[src/sv/kbm_pkg.sv]
// Package for the multi-word multiplier: widths, counts and the sequencer state type.
// No dependencies.
`timescale 1ns / 1ps
`default_nettype none
package kbm_pkg;
   localparam int WordBits   = 32;
   localparam int OpWords    = 16;
   localparam int ProdWords  = 2 * OpWords;
   localparam int IdxBits    = $clog2(OpWords);
   localparam int PIdxBits   = $clog2(ProdWords);
   localparam int UsedBits   = 6;
   // one spare cell on top takes the carry word of each row
   localparam int CellCount  = OpWords + 1;

   typedef logic [WordBits-1:0] word_type;

   typedef enum logic [3:0] {
      ST_LOAD = 4'b0001,
      ST_MUL  = 4'b0010,
      ST_OUT  = 4'b0100,
      ST_DONE = 4'b1000
   } state_type;

   // control from sequencer to every cell
   typedef struct packed {
      logic clear;   // zero the accumulator row
      logic mac;     // add a_i * b word in this cycle
      logic shift;   // move the row down one word
   } cell_ctl_type;
endpackage
`default_nettype wire

[src/sv/kbm_cell.sv]
// One cell of the product row: holds one accumulator word, adds its share of a
// word product and passes carry to the next cell. Uses kbm_pkg.
`timescale 1ns / 1ps
`default_nettype none
module kbm_cell (
   input  wire                    clock,
   input  kbm_pkg::cell_ctl_type  ctl,
   input  kbm_pkg::word_type      b_word,    // operand B word held by this cell
   input  kbm_pkg::word_type      a_bcast,   // current operand A word
   input  kbm_pkg::word_type      carry_in,  // high word from the cell below
   input  kbm_pkg::word_type      upper_acc, // accumulator of the cell above
   output kbm_pkg::word_type      acc,
   output kbm_pkg::word_type      carry_out
);
   import kbm_pkg::*;

   word_type acc_ff, acc_in;
   word_type hi_ff, hi_in;
   logic [2*WordBits-1:0] prod;
   logic [2*WordBits:0]   sum;

   always_comb begin
      prod   = {{WordBits{1'b0}}, a_bcast} * {{WordBits{1'b0}}, b_word};
      sum    = {1'b0, prod} + {{(WordBits+1){1'b0}}, acc_ff}
             + {{(WordBits+1){1'b0}}, carry_in};
      acc_in = acc_ff;
      hi_in  = hi_ff;
      if (ctl.clear) begin
         acc_in = '0;
         hi_in  = '0;
      end else if (ctl.mac) begin
         acc_in = sum[WordBits-1:0];
         hi_in  = sum[2*WordBits-1:WordBits];
      end else if (ctl.shift) begin
         acc_in = upper_acc;
         hi_in  = '0;
      end
   end

   always_ff @(posedge clock) begin
      acc_ff <= acc_in;
      hi_ff  <= hi_in;
   end

   assign acc       = acc_ff;
   assign carry_out = hi_ff;
endmodule
`default_nettype wire

[config.mk]
export PLATFORM = sky130hd
export DESIGN_NAME = kbm_cell
export DESIGN_NICKNAME = d
export VERILOG_FILES = /design/src/sv/kbm_pkg.sv /design/src/sv/kbm_cell.sv
export SDC_FILE = /design/constraint.sdc
export NUM_CORES = 2
export LEC_CHECK = 0
export BUFFER_PORTS_ARGS = -buffer_cell sky130_fd_sc_hd__buf_2
export CORE_ASPECT_RATIO = 0.75
export CORE_MARGIN = 2
export CORE_UTILIZATION = 66
export DETAILED_ROUTE_END_ITERATION = 8
export GPL_ROUTABILITY_DRIVEN = 0
export GPL_TIMING_DRIVEN = 1
export PLACE_DENSITY = 0.87
export SYNTH_ARGS = -nofsm -noshare
export SYNTH_HDL_FRONTEND = slang
export SYNTH_SLANG_ARGS = --single-unit
[constraint.sdc]
create_clock -name clock -period 8.9 [get_ports clock]
set_input_delay 0.445 -clock clock [delete_from_list [all_inputs] [get_ports clock]]
set_output_delay 0.445 -clock clock [all_outputs]
set_load 0.005 [all_outputs]
==> flow_summary.yaml <==
run_status:
  status: "finished clean"
job:
  cap_violations: 0
floorplan:
  floorplan.die.height_um: 210.8
  start_util_pct: 67.06
  io_pins: 196
  core-area_sq_um: 56120
  placement_rows: 75
  die_area_sq_um: 58960
  die_w_um: 279.7
clock_network:
  cts_tree: "yes"
  clock_sinks: 64
  post_cts_resized: 0
  clk_transition_reported_paths_ps: 60
  postCtsHoldBufs: 0
  cts_setup_buffers: 0
  worstSkewPairLatency_ps: 360
  clk_path_buf_depth: 2
  cts_htree_levels: 3
  cts-root-buf: "sky130_fd_sc_hd__clkbuf_16"
  cts_inserted_buffers: 9
route:
  wl_mm: 106.5
  postRouteAntennaNets: 0
  vias_per_cell: 5.891
  wl_per_cell_um: 21.42
  drc: 0
  drt_iter0_drc: 3323
  route.vias.total: 29300
  detail_route.first_pass.iterations: 6
setup_path:
  reg2regPathDepth: 17
  reg2reg_setup_slack_ps: 3770
  max_stage_delay_ps: 600
  setup.worst_path.class: "input port to flop"
  critical_path_buf_inv_count: 7
  startpoint_kind_of_the_worst_setup_timing_path: "input port"
  arr_time_crit_path_ps: 8450
  cp_top_family: "adder cells"
  worst_setup_path_end_kind: "flop"
  most_frequent_cell_on_the_critical_path: "sky130_fd_sc_hd__fa_1"
  crit_path_top_delay_cell: "sky130_fd_sc_hd__buf_2"
  critical_path.reg2reg.startpoint: "acc[18]"
  cp_data_required_time_ps: 9130
  timing.critical_path.fanout_max: 32
  regToRegEndpoint: "carry_out[31]"
grt:
  grt_first_pass_wirelength_mm: 171.6
  overflow: 0
  grtUsageTotal_pct: 38.26
  antenna_found_initial: 9
  grt_max_degree: 60
  vias_in_the_first_global_route: 31760
synthesis:
  syn_area_sq_um: 37630
  ys_seq_area_share_pct: 3.405
  synth_top_flop_cell: "sky130_fd_sc_hd__dfxtp_1"
  share_of_synthesized_registers_carrying_an_async_set_or_reset_pct: 0
  synth-warning-count: 0
  flop_and_latch_count_out_of_synthesis: 64
  post_synth.cell_area_avg_sq_um: 8.871
  synth_enable_flop_cells: 0
  synth_nets: 5609
  synthesis.instances: 4242
  synth.distinct_cells: 65
sta:
  hold_violations: 0
  clock_skew_ps: 8.914
  final-max-slew-violation-count: 0
  final.period_utilization_pct: 92.29
  hold_ws_ps: 425.4
  worst_pin_slew_ps: 857.8
  setup_total_negative_slack_ps: 0
  layout_min_cycle_time_ps: 8214
  final_critical_path_setup_slack_ps: 686.2
  final-setup-viol-count: 0
  maxSlewHeadroom_pct: 42.81
  achievable-frequency_mhz: 121.7
  grt_setup_unrepaired: "false"
layout:
  layout.cell_area.non_filler_sq_um: 39140
  drive_above_1_share_pct: 6.136
  final_cell_mix: "sky130_fd_sc_hd__inv_1 (1,067), sky130_fd_sc_hd__fa_1 (959), sky130_fd_sc_hd__nand2_1 (652), sky130_fd_sc_hd__and2_1 (459), sky130_fd_sc_hd__ha_1 (276)"
  syn2layout_area_growth_pct: 4.020
  most_frequent_standard_cell_in_the_layout_excluding_fill_and_tap_cells: "sky130_fd_sc_hd__inv_1"
  design.final.nets: 5599
placed_design:
  number_of_buffers_inserted_by_port_buffering: 195
  place_worst_setup_slack_ps: 525.5
  placedInstanceArea_sq_um: 38800
  hpwl_mm: 87.05
hold_path:
  timing.hold.worst_endpoint: "acc[5]"
  timing.hold.worst_path_depth: 3
  hold_path.class: "input port to flop"
  hold_path.startpoint: "upper_acc[5]"
worst max path at each step:
stage / to / slack, ps / cells after the start / start
2_1_floorplan: carry_out[26] / 1520 / 26 / a_bcast[28]
3_3_place_gp: carry_out[31] / 690 / 27 / b_word[8]
3_5_place_dp: carry_out[31] / 530 / 26 / b_word[5]
4_1_cts: carry_out[26] / 830 / 24 / b_word[8]
5_1_grt: carry_out[28] / 400 / 24 / a_bcast[21]
6_report: carry_out[31] / 690 / 26 / b_word[5]
worst reg2reg max path, delay by kind of cell, from the launching register on:
kind	cells	cell delay, ps
fa+ha+maj	4	2080
compound gates	6	1440
simple gates	2	660
flops	1	350
buf+inv	4	290
xor+xnor	1	190
through the flow:
step	util (%)	cells
after global routing	69.74	4971
after floorplan	-	4242
after global placement	69.14	4952
after detailed placement	69.14	4952
after CTS	69.73	4968
final	69.75	4974
registers in the layout, summed over array words and instances, names as in the netlist:
signal and flops:
carry_out 32, acc 32
synth_stat cells, types with 16 or more instances:
master                     count  share of area [%]
sky130_fd_sc_hd__a211oi_1     58                1.2
sky130_fd_sc_hd__a21o_1       36               0.72
sky130_fd_sc_hd__a21oi_1      70               0.93
sky130_fd_sc_hd__and2_1      459                7.6
sky130_fd_sc_hd__clkbuf_1    233                2.3
sky130_fd_sc_hd__dfxtp_1      64                3.4
sky130_fd_sc_hd__fa_1        959                 51
sky130_fd_sc_hd__ha_1        276                9.2
sky130_fd_sc_hd__inv_1      1067                 11
sky130_fd_sc_hd__nand2_1     652                6.5
sky130_fd_sc_hd__nand4_1      20               0.33
sky130_fd_sc_hd__nor2_1       68               0.68
sky130_fd_sc_hd__o21ai_0      57               0.76
sky130_fd_sc_hd__o21bai_1     16               0.32
sky130_fd_sc_hd__xnor2_1      35               0.81
sky130_fd_sc_hd__xor2_1       28               0.65
layer usage:
layer  GRT usage (%)  vias up  part of all wire [%]
met2           52.74     2312                    40
met4           10.20        8                   2.8
met5           1.075        -                  0.13
met3           20.04      294                    19
met1           52.98    14450                    38
li1                -    12240                     -
final cells by class:
type,instances,area (sq um)
multi-input cells,2866,31410
well taps,731,914.6
flip-flops and latches,64,1281
fillers,3947,16970
diodes,6,15.01
repair buffers,223,1186
clock inverters,7,102.6
inverters,1068,4009
clock buffers,9,225.2
cell families (layout without fill, tap and decap cells):
kind of cell	count (synthesis)	after routing	synth area share (%)
XOR/XNOR	63	63	1.466
buffers and inverters	1312	1307	13.14
adder cells (fa/ha/maj)	1235	1235	60.19
AND/OR/NAND/NOR	1256	1256	16.07
flip-flops	64	64	3.405
AO/OA/AOI/OAI	303	303	5.483
other	0	6	0
multiplexers	9	9	0.2394
Power is not shown: default switching activity piles up to over one toggle a cycle in this logic, so the estimate is an artifact.
